File: config.mk
export PLATFORM = sky130hd
export DESIGN_NAME = framed_packet_receiver_flat
export DESIGN_NICKNAME = d
export VERILOG_FILES = /design/src/rtl/fpr_pkg.sv /design/src/rtl/fpr_if.sv /design/src/rtl/fpr_ram.sv /design/src/rtl/framed_packet_receiver.sv /design/src/flat_wrapper.sv
export SDC_FILE = /design/constraint.sdc
export NUM_CORES = 1
export LEC_CHECK = 0
export ABC_AREA = 0
export BUFFER_PORTS_ARGS = -buffer_cell sky130_fd_sc_hd__buf_2
export CORE_MARGIN = 1.5
export CORE_UTILIZATION = 45
export CTS_CLUSTER_SIZE = 40
export DETAILED_ROUTE_END_ITERATION = 12
export HOLD_SLACK_MARGIN = 0.1
export PLACE_DENSITY = 0.7
export SYNTH_ARGS = -nofsm -noshare
export SYNTH_HDL_FRONTEND = slang
export SYNTH_HIERARCHICAL = 1
export SYNTH_SLANG_ARGS = --single-unit
File: constraint.sdc
create_clock -name clk -period 8.6 [get_ports clk]
set_input_delay 0.86 -clock clk [delete_from_list [all_inputs] [get_ports clk]]
set_output_delay 0.86 -clock clk [all_outputs]
set_load 0.01 [all_outputs]
File: src/rtl/fpr_pkg.sv
// ----------------------------------------------------------------------------
// fpr_pkg: shared types and constants of the framed packet receiver
// Field widths of the receive and packet words, and the frame marker bytes.
// ----------------------------------------------------------------------------
package fpr_pkg;

  localparam int BYTE_W  = 8;
  localparam int ADDR_W  = 16;
  localparam int FUNC_W  = 16;
  localparam int LEN_W   = 7;
  localparam int INDEX_W = 6;

  localparam logic [BYTE_W-1:0] START_BYTE = 8'h3a;
  localparam logic [BYTE_W-1:0] CR_BYTE    = 8'h0d;
  localparam logic [BYTE_W-1:0] LF_BYTE    = 8'h0a;

  typedef logic [BYTE_W-1:0]  byte_t;
  typedef logic [ADDR_W-1:0]  addr_t;
  typedef logic [FUNC_W-1:0]  func_t;
  typedef logic [LEN_W-1:0]   len_t;
  typedef logic [INDEX_W-1:0] index_t;

endpackage

File: src/rtl/fpr_if.sv
// ----------------------------------------------------------------------------
// fpr_if: channel interfaces of the framed packet receiver
// Receive byte channel and packet word channel, valid/ready handshake.
// ----------------------------------------------------------------------------
interface fpr_rx_if;
  logic          valid;
  logic          ready;
  fpr_pkg::byte_t rx_byte;

  modport source (output valid, output rx_byte, input ready);
  modport sink   (input valid, input rx_byte, output ready);
endinterface

interface fpr_pkt_if;
  logic            valid;
  logic            ready;
  fpr_pkg::addr_t  pkt_address;
  fpr_pkg::func_t  pkt_function;
  fpr_pkg::len_t   pkt_length;
  logic            has_payload;
  fpr_pkg::index_t payload_index;
  fpr_pkg::byte_t  payload_byte;
  logic            last;

  modport source (output valid, output pkt_address, output pkt_function,
                  output pkt_length, output has_payload, output payload_index,
                  output payload_byte, output last, input ready);
  modport sink   (input valid, input pkt_address, input pkt_function,
                  input pkt_length, input has_payload, input payload_index,
                  input payload_byte, input last, output ready);
endinterface

File: src/rtl/fpr_ram.sv
// ----------------------------------------------------------------------------
// fpr_ram: generic simple dual-port RAM
// One write port, one read port, read data registered.
// ----------------------------------------------------------------------------
module fpr_ram #(
  parameter int WIDTH = 8,
  parameter int DEPTH = 64,
  localparam int AW = (DEPTH > 1) ? $clog2(DEPTH) : 1
) (
  input  logic             clk,
  input  logic             we,
  input  logic [AW-1:0]    waddr,
  input  logic [WIDTH-1:0] wdata,
  input  logic             re,
  input  logic [AW-1:0]    raddr,
  output logic [WIDTH-1:0] rdata
);

  logic [WIDTH-1:0] mem [DEPTH];

  always_ff @(posedge clk) begin
    if (we) begin
      mem[waddr] <= wdata;
    end
    if (re) begin
      rdata <= mem[raddr];
    end
  end

endmodule

File: src/rtl/framed_packet_receiver.sv
// ----------------------------------------------------------------------------
// framed_packet_receiver: colon / CR LF framed binary packet receiver
// Parses framed packets from a byte stream and replays good ones by payload.
// ----------------------------------------------------------------------------
// Usage:
//   rx  (sink)   : one received byte per word.
//   pkt (source) : packet words. A good packet (checksum of header and payload
//                  matches, end bytes CR LF) arriving with no run active starts
//                  a run of words, one per payload byte, or one word for an
//                  empty payload; last marks the final word. One run word leaves
//                  per received byte, from the byte that completes the frame.
//   Payload bytes sit in a MAX_PAYLOAD x 8 RAM with registered read.
//   Flow: a byte without a packet word leaves rx.ready high. A byte with a
//   packet word goes through the RAM read (state READ), then the output register
//   (state OUT, pkt.valid high); rx.ready rises at the edge that takes the word.
//   Reset: hunt for the start byte, no run active, pkt.valid low. RAM content
//   is not cleared; a run only reads bytes its own packet wrote.
//   While pkt.ready is low with a word pending, rx.ready stays low.
// ----------------------------------------------------------------------------
module framed_packet_receiver #(
  parameter int MAX_PAYLOAD = 64
) (
  input  logic      clk,
  input  logic      rst,
  fpr_rx_if.sink    rx,
  fpr_pkt_if.source pkt
);

  localparam int AW = (MAX_PAYLOAD > 1) ? $clog2(MAX_PAYLOAD) : 1;

  localparam logic [3:0] PH_HUNT    = 4'd0;
  localparam logic [3:0] PH_ADDR_LO = 4'd1;
  localparam logic [3:0] PH_ADDR_HI = 4'd2;
  localparam logic [3:0] PH_FUNC_LO = 4'd3;
  localparam logic [3:0] PH_FUNC_HI = 4'd4;
  localparam logic [3:0] PH_LEN_LO  = 4'd5;
  localparam logic [3:0] PH_LEN_HI  = 4'd6;
  localparam logic [3:0] PH_DATA    = 4'd7;
  localparam logic [3:0] PH_CHK_LO  = 4'd8;
  localparam logic [3:0] PH_CHK_HI  = 4'd9;
  localparam logic [3:0] PH_END_LO  = 4'd10;
  localparam logic [3:0] PH_END_HI  = 4'd11;

  localparam logic [1:0] ST_IDLE = 2'd0;
  localparam logic [1:0] ST_READ = 2'd1;
  localparam logic [1:0] ST_OUT  = 2'd2;

  logic [1:0]  state;
  logic [3:0]  phase, phase_next;
  logic [15:0] addr_reg, addr_reg_next;
  logic [15:0] func_reg, func_reg_next;
  logic [15:0] len_reg, len_reg_next;
  logic [6:0]  byte_count, byte_count_next;
  logic [15:0] check_reg, check_reg_next;
  logic [15:0] running_sum, running_sum_next;

  logic                run_on;
  fpr_pkg::addr_t      run_addr;
  fpr_pkg::func_t      run_func;
  fpr_pkg::len_t       run_len;
  logic [6:0]          run_pos;

  logic                in_acc;
  fpr_pkg::byte_t      b;
  logic [15:0]         b16;
  logic                run_start;
  logic                run_act;
  fpr_pkg::len_t       cur_len;
  logic [6:0]          cur_pos;
  logic                fin;

  logic                wr_en;
  logic [AW-1:0]       wr_addr;
  logic                rd_en;
  logic [AW-1:0]       rd_addr;
  fpr_pkg::byte_t      rd_data;

  fpr_pkg::addr_t      o_addr;
  fpr_pkg::func_t      o_func;
  fpr_pkg::len_t       o_len;
  logic                o_has;
  fpr_pkg::index_t     o_index;
  fpr_pkg::byte_t      o_byte;
  logic                o_last;

  assign rx.ready = (state == ST_IDLE);
  assign in_acc   = rx.valid && rx.ready;
  assign b        = rx.rx_byte;
  assign b16      = {8'h00, b};

  always_comb begin
    phase_next       = phase;
    addr_reg_next    = addr_reg;
    func_reg_next    = func_reg;
    len_reg_next     = len_reg;
    byte_count_next  = byte_count;
    check_reg_next   = check_reg;
    running_sum_next = running_sum;
    case (phase)
      PH_HUNT: begin
        if (b == fpr_pkg::START_BYTE) begin
          phase_next       = PH_ADDR_LO;
          byte_count_next  = 7'd0;
          running_sum_next = 16'd0;
        end
      end
      PH_ADDR_LO: begin
        addr_reg_next    = b16;
        running_sum_next = running_sum + b16;
        phase_next       = PH_ADDR_HI;
      end
      PH_ADDR_HI: begin
        addr_reg_next    = {b, addr_reg[7:0]};
        running_sum_next = running_sum + b16;
        phase_next       = PH_FUNC_LO;
      end
      PH_FUNC_LO: begin
        func_reg_next    = b16;
        running_sum_next = running_sum + b16;
        phase_next       = PH_FUNC_HI;
      end
      PH_FUNC_HI: begin
        func_reg_next    = {b, func_reg[7:0]};
        running_sum_next = running_sum + b16;
        phase_next       = PH_LEN_LO;
      end
      PH_LEN_LO: begin
        len_reg_next     = b16;
        running_sum_next = running_sum + b16;
        phase_next       = PH_LEN_HI;
      end
      PH_LEN_HI: begin
        len_reg_next     = {b, len_reg[7:0]};
        running_sum_next = running_sum + b16;
        byte_count_next  = 7'd0;
        if (len_reg_next > 16'(MAX_PAYLOAD)) begin
          phase_next = PH_HUNT;
        end else if (len_reg_next != 16'd0) begin
          phase_next = PH_DATA;
        end else begin
          phase_next = PH_CHK_LO;
        end
      end
      PH_DATA: begin
        running_sum_next = running_sum + b16;
        byte_count_next  = byte_count + 7'd1;
        if ({9'd0, byte_count_next} >= len_reg) begin
          byte_count_next = 7'd0;
          phase_next      = PH_CHK_LO;
        end
      end
      PH_CHK_LO: begin
        check_reg_next = b16;
        phase_next     = PH_CHK_HI;
      end
      PH_CHK_HI: begin
        check_reg_next = {b, check_reg[7:0]};
        phase_next     = PH_END_LO;
      end
      PH_END_LO: begin
        phase_next = (b == fpr_pkg::CR_BYTE) ? PH_END_HI : PH_HUNT;
      end
      PH_END_HI: begin
        phase_next = PH_HUNT;
      end
      default: begin
        phase_next = PH_HUNT;
      end
    endcase
  end

  assign run_start = (phase == PH_END_HI) && (b == fpr_pkg::LF_BYTE) &&
                     (check_reg == running_sum) && !run_on;
  assign run_act   = run_on || run_start;
  assign cur_len   = run_start ? len_reg[6:0] : run_len;
  assign cur_pos   = run_start ? 7'd0 : run_pos;
  assign fin       = (cur_len == 7'd0) || ((cur_pos + 7'd1) >= cur_len);

  assign wr_en   = in_acc && (phase == PH_DATA);
  assign wr_addr = byte_count[AW-1:0];
  assign rd_en   = in_acc && run_act;
  assign rd_addr = cur_pos[AW-1:0];

  fpr_ram #(
    .WIDTH (fpr_pkg::BYTE_W),
    .DEPTH (MAX_PAYLOAD)
  ) u_store (
    .clk   (clk),
    .we    (wr_en),
    .waddr (wr_addr),
    .wdata (b),
    .re    (rd_en),
    .raddr (rd_addr),
    .rdata (rd_data)
  );

  always_ff @(posedge clk) begin
    if (rst) begin
      phase       <= PH_HUNT;
      addr_reg    <= 16'd0;
      func_reg    <= 16'd0;
      len_reg     <= 16'd0;
      byte_count  <= 7'd0;
      check_reg   <= 16'd0;
      running_sum <= 16'd0;
      run_on      <= 1'b0;
      run_addr    <= '0;
      run_func    <= '0;
      run_len     <= '0;
      run_pos     <= 7'd0;
      state       <= ST_IDLE;
    end else begin
      if (in_acc) begin
        phase       <= phase_next;
        addr_reg    <= addr_reg_next;
        func_reg    <= func_reg_next;
        len_reg     <= len_reg_next;
        byte_count  <= byte_count_next;
        check_reg   <= check_reg_next;
        running_sum <= running_sum_next;
        if (run_start) begin
          run_addr <= addr_reg;
          run_func <= func_reg;
          run_len  <= len_reg[6:0];
        end
        if (run_act) begin
          run_on  <= !fin;
          run_pos <= fin ? 7'd0 : (cur_pos + 7'd1);
        end
      end
      case (state)
        ST_IDLE: begin
          if (rd_en) begin
            state <= ST_READ;
          end
        end
        ST_READ: begin
          state <= ST_OUT;
        end
        ST_OUT: begin
          if (pkt.ready) begin
            state <= ST_IDLE;
          end
        end
        default: begin
          state <= ST_IDLE;
        end
      endcase
    end
  end

  // capture the word on acceptance, fill in the payload byte after the read
  always_ff @(posedge clk) begin
    if (rd_en) begin
      o_addr  <= run_start ? addr_reg : run_addr;
      o_func  <= run_start ? func_reg : run_func;
      o_len   <= cur_len;
      o_has   <= (cur_len != 7'd0);
      o_index <= (cur_len != 7'd0) ? cur_pos[5:0] : 6'd0;
      o_last  <= fin;
    end
    if (state == ST_READ) begin
      o_byte <= o_has ? rd_data : 8'h00;
    end
  end

  assign pkt.valid         = (state == ST_OUT);
  assign pkt.pkt_address   = o_addr;
  assign pkt.pkt_function  = o_func;
  assign pkt.pkt_length    = o_len;
  assign pkt.has_payload   = o_has;
  assign pkt.payload_index = o_index;
  assign pkt.payload_byte  = o_byte;
  assign pkt.last          = o_last;

  a_read_then_out: assert property (@(posedge clk) disable iff (rst)
    (state == ST_READ) |=> pkt.valid)
    else $error("read did not complete into an output word");

  a_run_continues: assert property (@(posedge clk) disable iff (rst)
    (pkt.valid && !pkt.last) |-> run_on)
    else $error("run ended before its last word");

  a_empty_is_last: assert property (@(posedge clk) disable iff (rst)
    (pkt.valid && !pkt.has_payload) |-> pkt.last)
    else $error("empty packet word not marked last");

  a_no_overlap: assert property (@(posedge clk) disable iff (rst)
    (wr_en && rd_en) |-> (wr_addr != rd_addr))
    else $error("payload write hits the entry being replayed");

endmodule
File: src/flat_wrapper.sv
// flat-port wrapper written by rule: the top's interface ports become plain ports
module framed_packet_receiver_flat 
#(
  parameter int MAX_PAYLOAD = 64
)
  (clk, rst, rx_valid, rx_rx_byte, rx_ready, pkt_valid, pkt_pkt_address, pkt_pkt_function, pkt_pkt_length, pkt_has_payload, pkt_payload_index, pkt_payload_byte, pkt_last, pkt_ready);
  fpr_rx_if rx_i ();
  fpr_pkt_if pkt_i ();
  input  logic clk;
  input  logic rst;
  input wire logic [$bits(rx_i.valid)-1:0] rx_valid;
  input wire logic [$bits(rx_i.rx_byte)-1:0] rx_rx_byte;
  output wire logic [$bits(rx_i.ready)-1:0] rx_ready;
  output wire logic [$bits(pkt_i.valid)-1:0] pkt_valid;
  output wire logic [$bits(pkt_i.pkt_address)-1:0] pkt_pkt_address;
  output wire logic [$bits(pkt_i.pkt_function)-1:0] pkt_pkt_function;
  output wire logic [$bits(pkt_i.pkt_length)-1:0] pkt_pkt_length;
  output wire logic [$bits(pkt_i.has_payload)-1:0] pkt_has_payload;
  output wire logic [$bits(pkt_i.payload_index)-1:0] pkt_payload_index;
  output wire logic [$bits(pkt_i.payload_byte)-1:0] pkt_payload_byte;
  output wire logic [$bits(pkt_i.last)-1:0] pkt_last;
  input wire logic [$bits(pkt_i.ready)-1:0] pkt_ready;
  assign rx_i.valid = rx_valid;
  assign rx_i.rx_byte = rx_rx_byte;
  assign rx_ready = rx_i.ready;
  assign pkt_valid = pkt_i.valid;
  assign pkt_pkt_address = pkt_i.pkt_address;
  assign pkt_pkt_function = pkt_i.pkt_function;
  assign pkt_pkt_length = pkt_i.pkt_length;
  assign pkt_has_payload = pkt_i.has_payload;
  assign pkt_payload_index = pkt_i.payload_index;
  assign pkt_payload_byte = pkt_i.payload_byte;
  assign pkt_last = pkt_i.last;
  assign pkt_i.ready = pkt_ready;
  framed_packet_receiver #(.MAX_PAYLOAD(MAX_PAYLOAD)) u_core (.clk(clk), .rst(rst), .rx(rx_i), .pkt(pkt_i));
endmodule
After elaboration in Yosys (flattened, before gate mapping)
Memories as Yosys holds them, arrays and structs flattened. A register that Yosys moved wholly into a read port is not among the register bits. Cells that the tools add are included.

Add/sub/neg operators: 3. Order comparisons: 3. Equality and inequality tests: 21. Mux-type cells: 25. Bitwise logic cells: 4. Reductions and logical operators: 35.

Operators by type and width (number): $pmux W16 S2 (5); $mux W16 (3); $pmux W4 S11 (1); $mux W7 (5); $pmux W7 S3 (1); $reduce_and A3 Y1 (7); $mux W4 (5); $add A16 B8 Y16 (1); $eq A16 B16 Y1 (1); $eq A4 B3 Y1 const B (4); $eq A4 B4 Y1 const B (4); $eq A8 B4 Y1 const B (2); $ge A7 B16 Y1 (1); $gt A16 B7 Y1 const B (1); $reduce_bool A16 Y1 (1); $add A7 B1 Y7 const B (2); $reduce_and A2 Y1 (6); $reduce_bool A2 Y1 (5); $eq A4 B2 Y1 const B (2); $eq A8 B6 Y1 const B (1); $ge A7 B7 Y1 (1); $logic_not A7 Y1 (1); $reduce_bool A7 Y1 (1); $reduce_or A7 Y1 (1); 15 further kinds (29).

Flip-flop bits (word level): 195. Bits in writable memories: 512. Input port bits: 12. Output and inout port bits: 57. Logic and storage cells: 116. Memories kept: 1.

Memory list: u_core.u_store.mem (depth 64, bits a word 8, read ports 1, clocked after memory_dff 1, write ports 1, RTL line fpr_ram.sv:19) `logic [WIDTH-1:0] mem [DEPTH];`.

Longest topological paths before layout
Gate-level depths: netlist of run 1.

Depth in word-level cells: 9. Depth in mapped cells: 18. Gate-level depth less buffers: 16.

By module
The synthesis of run 1 kept the hierarchy.

By module, submodules not included: fpr_ram (instances 1, cells each 940, area an instance 20246.9 µm², sequential area each 15615.0 µm²); framed_packet_receiver (instances 1, cells each 1011, area an instance 8809.7 µm², sequential area each 4454.3 µm²).

Worst setup path before layout of run 1
OpenSTA, ideal clock, no wires.

Kind: in2reg. Start: in rx_rx_byte[0]. End: reg u_core.o_has (netlist: u_core/pkt.has_payload), enable pin. Setup time: 550 ps. Arrival time: 5798 ps. Required time: 8050 ps. Setup slack: 2252 ps. Cell stages on the path: 4. Buffers on the path: 0. Cells stage by stage: nor4bb_1 -> nand4_1 -> or2_2 -> o31ai_1.

Longest elaborated chain between the ends: 6.

Ends and longest elaborated chain: start: declaration (RTL line flat_wrapper.sv:12) `input wire logic [$bits(rx_i.rx_byte)-1:0] rx_rx_byte;`; $eq A8 B4 Y1 (RTL line framed_packet_receiver.sv:172) `assign run_start = (phase == PH_END_HI) && (b == fpr_pkg::LF_BYTE) &&`; $logic_and A1 B1 Y1 (2 in series) (RTL line framed_packet_receiver.sv:172); $logic_and A1 B1 Y1 (RTL line framed_packet_receiver.sv:173) `(check_reg == running_sum) && !run_on;`; $logic_or A1 B1 Y1 (RTL line framed_packet_receiver.sv:174) `assign run_act = run_on || run_start;`; $logic_and A1 B1 Y1 (RTL line framed_packet_receiver.sv:181) `assign rd_en = in_acc && run_act;`; net u_core.rd_en (RTL line framed_packet_receiver.sv:74) `logic rd_en;`; end signal: assignment (RTL line framed_packet_receiver.sv:258) `o_has <= (cur_len != 7'd0);`; end: declaration (RTL line framed_packet_receiver.sv:81) `logic o_has;`.

The timed path passes the listed nets, and every way through them passes these cells. A chain may end at the register's enable or synchronous reset.

Final worst setup path of run 1
Start: reg u_core.phase[0]. End: reg u_core.run_pos[1].

Longest elaborated chain between the ends: 9. Elaborated cells on any way between the ends: 13. Those cells by class: 1 x add/sub; 1 x order compare; 1 x eq/ne; 3 x mux; 7 x reduce/logical.

Ends and longest elaborated chain: start: declaration (RTL line framed_packet_receiver.sv:49) `logic [3:0] phase, phase_next;`; start signal: assignment (RTL line framed_packet_receiver.sv:214) `phase <= phase_next;`; $eq A4 B4 Y1 (*) (RTL line framed_packet_receiver.sv:172); $logic_and A1 B1 Y1 (*) (2 in series) (RTL line framed_packet_receiver.sv:172); $logic_and A1 B1 Y1 (*) (RTL line framed_packet_receiver.sv:173); $mux W7 (*) (RTL line framed_packet_receiver.sv:176) `assign cur_pos = run_start ? 7'd0 : run_pos;`; net u_core.cur_pos[1] (RTL line framed_packet_receiver.sv:69) `logic [6:0] cur_pos;`; $add A7 B1 Y7 (*) (RTL line framed_packet_receiver.sv:177, framed_packet_receiver.sv:228); $ge A7 B7 Y1 (RTL line framed_packet_receiver.sv:177) `assign fin = (cur_len == 7'd0) || ((cur_pos + 7'd1) >= cur_len);`; $logic_or A1 B1 Y1 (RTL line framed_packet_receiver.sv:177); $mux W7 (*) (RTL line framed_packet_receiver.sv:228) `run_pos <= fin ? 7'd0 : (cur_pos + 7'd1);`; end signal: assignment (RTL line framed_packet_receiver.sv:228); end: declaration (RTL line framed_packet_receiver.sv:61) `logic [6:0] run_pos;`.

The timed path passes the listed nets; every way through them passes the cells marked *.

==> flow_summary.yaml, run 1 <==
synth:
  synth_cell_types: 72
  synthTopCellsByArea: "edfxtp_1 59%, mux4_2 9.8%, dfxtp_1 9.6%"
  synth_common_cells: "575 x edfxtp_1, 279 x nand2_1, 144 x nor2_1, 140 x dfxtp_1, 126 x mux4_2"
  synth_most_common_cell: "edfxtp_1"
  synth_edf_count: 575
  synth_top_area_frac: 0.594
  synth_cells: 1951
  synth_seq_cells: 715
  syn_avg_cell_area_um2: 14.9
  synth-async-reset-ratio: 0
  syn_nets: 1988
  netlist.top_cell.by_area: "edfxtp_1"
  synth_flop_cell: "edfxtp_1"
  yosys_warnings: 6
  syn_area_mm2: 0.0291
  seq_area_frac_synth: 0.691
routing:
  drt-initial-drc-count: 1745
  vias: 17300
  viasPerCell: 5.93
  drc: 0
  firstDrtPassIters: 8
  drtAntennaViolNets: 0
  drt-total-wl_um: 68100
  wl_per_cell_um: 23.4
sta:
  post-route-period-util: 0.696
  tightest_slew_ns: 1.18
  holdWs_ns: 0.451
  finClkSkew_ns: 0.0327
  setup_viol: 0
  slew-limit-headroom: 0.212
  fmax_mhz: 167
  fin_crit_ns: 5.98
  rsz0062_at_grt: "false"
  drv_slew: 0
  finalSetupTns_ns: 0
  finalHoldViolations: 0
pwr:
  ir_drop_v: 0.000156
  cellPowerDensity_mw_per_mm2: 216
  p_leak_nw: 10.1
  intPower_w: 0.00562
  p_comb_frac: 0.012
  p_seq_frac: 0.530
  sw_frac_of_total: 0.200
  pwr-share-clk: 0.458
  power_switching_w: 0.00141
min_path:
  holdPathEnd: "u_core/run_addr[2]"
  min-delay-start: "u_core/run_addr[2]"
  hold_depth: 2
  hold_path_class: "reg -> reg"
final_layout:
  nets: 2045
  top_register: "u_core/u_store/mem"
  drive_above_1_share: 0.178
  stdcell_count: 2915
  largest_reg_flops: 512
  syn_to_final_growth_pct: 12.1
  antenna_cells: 0
  fin_util: 0.514
floorplan:
  row_count: 92
  dieArea_mm2: 0.0661
  start_util: 0.458
  die_w_um: 257
  pin_count: 69
  coreArea_mm2: 0.0634
  die_h_um: 257
clock_network:
  clkSinkCount: 715
  post_cts_buffers: 0
  clk_latency_ns: 0.63
  path_clk_slew_ns: 0.06
  cts_tree: "done"
  cts-resized-gates: 0
  h-tree-depth: 3
  holdBufCountCts: 0
  cts_buffer_depth: 3
  cts_buffers: 73
  clock_tree.root_cell: "clkbuf_16"
place:
  hpwlAfterDp_um: 41500
  dp.cells: 2779
  io_buffers: 68
  gp_congestion: 0.828
job:
  cap_violations: 0
grt:
  grt-busiest-layer: "met2"
  grt_overflow: 0
  grt_use_met3: 0.0334
  grt_max_degree: 107
  gr-usage-all-layers: 0.206
  antenna_found_initial: 0
  grt_pass1_vias: 16700
  grtUsageMet2: 0.325
  grt_pass1_wl_um: 103000
  met1_usage: 0.289
critical_path:
  critPathLaunchType: "flip-flop"
  r2r_end: "u_core/run_pos[1]"
  crit_fanout: 59
  worst_ep_arrival_time_ns: 6.50
  criticalPathCategory: "reg -> reg"
  end_kind: "flip-flop"
  worstPathRequired_ns: 9.12
  r2r_start: "u_core/phase[0]"
  r2r_slack_ns: 2.62
  worst-r2r-cell-count: 16
run_status:
  outcome: "completed"
==> area by class of cell <==
class                           instances  area, um2
Timing Repair Buffer                   91        528
Fill cell                            5101      30800
Tap cell                              846       1060
Multi-Input combinational cell       1113       8430
Clock inverter                         45        470
Sequential cell                       715      20100
Clock buffer                           91       1980
Inverter                               14       52.6
==> placed cells by master, fill, tap and decap left out, types with 12 or more instances in the layout <==
master,instances
mux4_2,126
and3_1,12
nor2_1,141
ha_1,24
nor3_1,21
clkbuf_1,12
o21ai_0,17
clkinv_2,20
nand3_1,73
xnor2_1,32
nor2b_1,24
edfxtp_1,575
and2_1,15
a22oi_1,24
buf_4,23
dfxtp_1,140
nand2b_1,12
mux2_2,15
clkbuf_16,75
a21oi_1,115
inv_1,14
buf_2,67
mux2i_1,26
nand2_1,278
==> metal layers <==
layer  up-vias  wire length (um)
li1       7563                 -
met1      8894             28600
met2       735             32600
met3       105              5100
met4         0              1770
met5         -                 0
==> logic make-up (layout without fill, tap and decap cells) <==
kind of cell    after synthesis  count (layout)  synth area share
xor+xnor                     36              36            0.0109
simple gates                637             637            0.0988
mux                         167             167             0.112
buf+inv                     123             241            0.0210
flops                       715             715             0.691
fa+ha+maj                    25              25            0.0110
compound gates              248             248            0.0552
==> worst max-delay path: stages, from the launching register on <==
cell      delay (ns)
dfxtp_1         0.87
and3b_1         0.31
nand4_1         0.12
nor3_1          0.58
nand2_2         0.82
and2_4          0.71
ha_1            0.30
inv_1           0.14
nor3_1          0.11
xnor2_1         0.24
nor2_1          0.08
ha_1            0.24
a211oi_1        0.24
o21ai_0         0.14
a31oi_2         0.46
nand4_2         0.23
o21ai_0         0.26
==> stage by stage <==
stage | setup slack [ns] | total power, W | area, um2
2_1_floorplan | 2.25 | 0.00382 | 29100
3_3_place_gp | 2.47 | 0.00388 | 30100
3_5_place_dp | 2.39 | 0.00388 | 30100
4_1_cts | 2.74 | 0.00708 | 32600
5_1_grt | 2.21 | 0.00721 | 32600
6_report | 2.62 | 0.00703 | 32600
==> worst max-delay path by stage <==
stage	end	cells after the start	slack, ns	start
2_1_floorplan	u_core/pkt.has_payload	4	2.25	rx_rx_byte[0]
3_3_place_gp	u_core/u_store/rdata[3]	11	2.47	rx_rx_byte[6]
3_5_place_dp	u_core/u_store/rdata[5]	12	2.39	rx_rx_byte[5]
4_1_cts	u_core/run_pos[1]	16	2.74	u_core/phase[0]
5_1_grt	u_core/run_pos[0]	16	2.21	u_core/phase[0]
6_report	u_core/run_pos[1]	16	2.62	u_core/phase[0]
==> power by group through the flow <==
stage | clock (W) | sequential [W] | combinational [W]
2_1_floorplan | 0 | 0.00380 | 0.0000235
4_1_cts | 0.00327 | 0.00373 | 0.0000836
3_5_place_dp | 0 | 0.00380 | 0.0000837
3_3_place_gp | 0 | 0.00380 | 0.0000810
5_1_grt | 0.00339 | 0.00372 | 0.0000906
6_report | 0.00322 | 0.00373 | 0.0000837
Note: power is estimated with default switching activity, not from simulation.
==> inputs of run 2 (changes only) <==
--- a/config.mk
+++ b/config.mk
@@ -12,7 +12,7 @@
 export CTS_CLUSTER_SIZE = 40
 export DETAILED_ROUTE_END_ITERATION = 12
 export HOLD_SLACK_MARGIN = 0.1
-export PLACE_DENSITY = 0.7
+export PLACE_DENSITY = 0.72
 export SYNTH_ARGS = -nofsm -noshare
 export SYNTH_HDL_FRONTEND = slang
 export SYNTH_HIERARCHICAL = 1
==> constraint.sdc (replaced) <==
create_clock -name clk -period 5.2 [get_ports clk]
set_input_delay 0.52 -clock clk [delete_from_list [all_inputs] [get_ports clk]]
set_output_delay 0.52 -clock clk [all_outputs]
set_load 0.01 [all_outputs]
==> flow_summary.yaml, run 2 (synthesis gave the netlist of run 1 again) <==
final_layout:
  fin_area_mm2: 0.0326
  final_cell_mix: "575 x edfxtp_1, 278 x nand2_1, 141 x nor2_1"
  top_register: "u_core/u_store/mem"
  largest_reg_flops: 512
  syn_to_final_growth_pct: 12.1
  layout_commonest_cell: "edfxtp_1"
  drive_above_1_share: 0.177
  fill_cells: 5031
  nets: 2057
  antenna_cells: 0
floorplan:
  coreArea_mm2: 0.0634
  die_w_um: 257
  row_count: 92
  dieArea_mm2: 0.0661
  pin_count: 69
  die_h_um: 257
  start_util: 0.458
grt:
  grt_overflow: 0
  antenna_found_initial: 0
  grt_max_degree: 112
  gr-usage-all-layers: 0.208
  grt_pass1_vias: 16900
  grt_pass1_wl_um: 104000
sta:
  post-route-period-util: 0.863
  finalHoldViolations: 0
  finalSetupTns_ns: 0
  tightest_slew_ns: 1.32
  drv_slew: 0
  finClkSkew_ns: 0.0312
  slew-limit-headroom: 0.118
  holdWs_ns: 0.282
  fmax_mhz: 223
  rsz0062_at_grt: "false"
  setup_ws_ns: 0.713
  setup_viol: 0
  fin_crit_ns: 4.49
place:
  io_buffers: 68
  gp_congestion: 0.845
  dpl_cell_area_mm2: 0.0303
  dpl_worst_slack_ns: 0.576
  hpwlAfterDp_um: 43000
critical_path:
  crit_fanout: 111
  worstPathRequired_ns: 5.55
  end_kind: "flip-flop"
  worst_ep_arrival_time_ns: 4.84
  worst-r2r-cell-count: 11
  criticalPathCategory: "reg -> reg"
  critPathLaunchType: "flip-flop"
run_status:
  outcome: "completed"
clock_network:
  clkSinkCount: 715
  clk_latency_ns: 0.62
  cts_tree: "done"
  cts_buffer_depth: 3
  cts_buffers: 71
  holdBufCountCts: 0
  cts-resized-gates: 0
  path_clk_slew_ns: 0.06
  clock_tree.root_cell: "clkbuf_16"
  h-tree-depth: 3
  post_cts_buffers: 0
routing:
  wl_per_cell_um: 23.5
  drt-total-wl_um: 68800
  drtAntennaViolNets: 0
  vias: 17300
  drc: 0
  firstDrtPassIters: 6
  viasPerCell: 5.91
  drt-initial-drc-count: 1943
pwr:
  cellPowerDensity_mw_per_mm2: 350
  p_leak_nw: 10.1
  p_total_w: 0.0114
  ir_drop_v: 0.000221
min_path:
  hold_path_class: "in -> reg"
  hold_depth: 4
job:
  cap_violations: 0
[run 2: changes by cell type in the layout (fill, tap and decap cells not counted), moves of 2 or more]
cell and change:
clkinv_1 +4, clkinvlp_4 -2, clkbuf_1 +8, nor3_2 +2, nor3_1 -2, buf_4 +13, bufinv_16 -2, clkbuf_16 -3
clkinv_2 -12
[run 2: final cells by class]
type                       count  area, um2  share of cell area
timing repair buffer         105        646              0.0198
inverter                      14       52.6             0.00161
multi-input combinational   1113       8440               0.259
sequential                   715      20100               0.616
tap                          846       1060              0.0325
clock buffer                  96       1930              0.0593
clock inverter                35        372              0.0114
[run 2: final timing paths]
kind	startpoint	endpoint	slack, ns
setup / recovery	u_core/phase[3]	u_core/u_store/rdata[5]	0.71
hold / removal	pkt_ready	u_core/state[1]	0.28
setup reg to reg	u_core/phase[3]	u_core/u_store/rdata[5]	0.71
hold reg to reg	u_core/run_func[10]	u_core/run_func[10]	0.45
[run 2: per-layer routing]
layer	wire length [um]	global-route usage	part of all wire	vias up
li1	-	-	-	7584
met1	27500	0.281	0.40	8694
met2	33000	0.333	0.48	818
met3	5520	0.0341	0.080	171
met4	2790	0.0892	0.041	0
met5	0	0	0	-
[run 2: power breakdown]
part | total, W | internal [W] | switching, W
Clock | 0.00508 | 0.00293 | 0.00215
Sequential | 0.00616 | 0.00616 | 0.000000211
Combinational | 0.000146 | 0.0000207 | 0.000125
Total | 0.0114 | 0.00912 | 0.00227
[run 2: metrics by stage]
step,instances,util
final,2924,0.513
after global routing,2924,0.513
after CTS,2924,0.513
after detailed placement,2793,0.477
after global placement,2793,0.477
after floorplan,1951,-
[run 2: worst max-delay path, stage by stage, from the launching register on]
cell,delay [ns]
dfxtp_1,0.65
nor3b_1,0.45
nand4_1,0.29
nor3_1,0.38
nand2_2,0.14
and2_4,0.22
buf_12,0.28
mux4_2,0.60
nor2b_1,0.15
a2111oi_0,0.65
buf_4,0.23
o41ai_1,0.09
==> inputs of run 3 (changes only) <==
--- a/config.mk
+++ b/config.mk
@@ -12,6 +12,7 @@
 export CTS_CLUSTER_SIZE = 40
 export DETAILED_ROUTE_END_ITERATION = 12
 export HOLD_SLACK_MARGIN = 0.1
+export MAX_ROUTING_LAYER = met4
 export PLACE_DENSITY = 0.72
 export SYNTH_ARGS = -nofsm -noshare
 export SYNTH_HDL_FRONTEND = slang
==> flow_summary.yaml, run 3 (synthesis gave the netlist of run 1 again) <==
critical_path:
  r2r_slack_ns: 0.66
  criticalPathCategory: "reg -> reg"
  r2r_end: "u_core/u_store/rdata[5]"
  worst_ep_arrival_time_ns: 4.89
  r2r_start: "u_core/phase[3]"
  end_kind: "flip-flop"
  critPathLaunchType: "flip-flop"
  crit_fanout: 111
  worst-r2r-cell-count: 11
  worstPathRequired_ns: 5.55
sta:
  drv_slew: 0
  slew-limit-headroom: 0.141
  setup_viol: 0
  finalHoldViolations: 0
  rsz0062_at_grt: "false"
  finalSetupTns_ns: 0
  tightest_slew_ns: 1.29
  post-route-period-util: 0.873
  holdWs_ns: 0.286
  finClkSkew_ns: 0.0291
  fin_crit_ns: 4.54
  fmax_mhz: 220
floorplan:
  pin_count: 69
  start_util: 0.458
  die_w_um: 257
  dieArea_mm2: 0.0661
  row_count: 92
  coreArea_mm2: 0.0634
  die_h_um: 257
routing:
  viasPerCell: 5.91
  drc: 0
  wl_per_cell_um: 23.5
  drt-total-wl_um: 68800
  vias: 17300
  drt-initial-drc-count: 1886
  firstDrtPassIters: 6
  drtAntennaViolNets: 0
pwr:
  p_seq_frac: 0.541
  sw_frac_of_total: 0.199
  p_total_w: 0.0114
  pwr-share-clk: 0.446
  cellPowerDensity_mw_per_mm2: 349
  p_comb_frac: 0.013
  p_leak_nw: 10.1
  ir_drop_v: 0.000222
  power_switching_w: 0.00226
  intPower_w: 0.00912
clock_network:
  cts_tree: "done"
  cts_buffer_depth: 3
  h-tree-depth: 3
  path_clk_slew_ns: 0.06
  clk_latency_ns: 0.62
  holdBufCountCts: 0
  clkSinkCount: 715
  clock_tree.root_cell: "clkbuf_16"
  cts_buffers: 71
  post_cts_buffers: 0
  cts-resized-gates: 0
final_layout:
  ff_latch_area_mm2: 0.0201
  final_cell_mix: "575 x edfxtp_1, 278 x nand2_1, 141 x nor2_1"
  antenna_cells: 0
  drive_above_1_share: 0.177
  nets: 2057
  largest_reg_flops: 512
  syn_to_final_growth_pct: 12.1
  layout_commonest_cell: "edfxtp_1"
  top_register: "u_core/u_store/mem"
  fill_cells: 5031
  multi_input_area_mm2: 0.00844
grt:
  grt_pass1_vias: 16900
  antenna_found_initial: 0
  grt_pass1_wl_um: 104000
  grt_max_degree: 112
  gr-usage-all-layers: 0.214
  grt_overflow: 0
min_path:
  holdPathEnd: "u_core/state[1]"
  hold_path_class: "in -> reg"
  min-delay-start: "pkt_ready"
  hold_depth: 4
place:
  io_buffers: 68
  hpwlAfterDp_um: 43000
  gp_congestion: 0.858
job:
  cap_violations: 0
run_status:
  outcome: "completed"
[run 3: cell counts in the layout (fill, tap and decap cells not counted)]
No cell type changed its count.
[run 3: critical path, stage by stage, from the launching register on]
cell and delay [ns]:
dfxtp_1 0.64, nor3b_1 0.50, nand4_1 0.33, nor3_1 0.39, nand2_2 0.13, and2_4 0.22, buf_12 0.29, mux4_2 0.59
nor2b_1 0.15, a2111oi_0 0.64, buf_4 0.23, o41ai_1 0.08
[run 3: layout make-up]
type | count | share of cell area
timing repair buffer | 105 | 0.0198
multi-input combinational | 1113 | 0.259
clock inverter | 35 | 0.0114
clock buffer | 96 | 0.0593
tap | 846 | 0.0325
sequential | 715 | 0.616
inverter | 14 | 0.00161
[run 3: stage by stage]
stage	cell area, um2	std cells	setup slack (ns)	util
global placement	30300	2793	0.643	0.477
global route	32600	2924	0.478	0.513
detailed placement	30300	2793	0.576	0.477
CTS	32600	2924	0.735	0.513
finish	32600	2924	0.660	0.513
floorplan	29100	1951	0.919	-
[run 3: worst max-delay path by stage]
stage,startpoint,endpoint,slack [ns],cells after the start
final,u_core/phase[3],u_core/u_store/rdata[5],0.66,11
after global routing,u_core/phase[3],u_core/run_pos[2],0.48,16
after CTS,u_core/phase[3],u_core/u_store/rdata[5],0.74,11
after detailed placement,rx_rx_byte[7],u_core/u_store/rdata[5],0.58,12
after global placement,rx_rx_byte[7],u_core/u_store/rdata[5],0.64,12
after floorplan,rx_rx_byte[0],u_core/pkt.has_payload,0.92,4
[run 3: power by group through the flow]
stage	Sequential [W]	Combinational, W	Clock, W
after floorplan	0.00628	0.0000389	0
after global placement	0.00628	0.000139	0
after detailed placement	0.00628	0.000145	0
after CTS	0.00616	0.000145	0.00516
after global routing	0.00616	0.000155	0.00538
final	0.00616	0.000145	0.00507
[run 3: per-layer routing]
| metal | wire length [um] | up-vias | track usage |
|---|---|---|---|
| met5 | 0 | - | - |
| met4 | 2680 | 0 | 0.0882 |
| met2 | 33000 | 806 | 0.333 |
| li1 | - | 7577 | - |
| met3 | 5860 | 164 | 0.0350 |
| met1 | 27300 | 8746 | 0.281 |
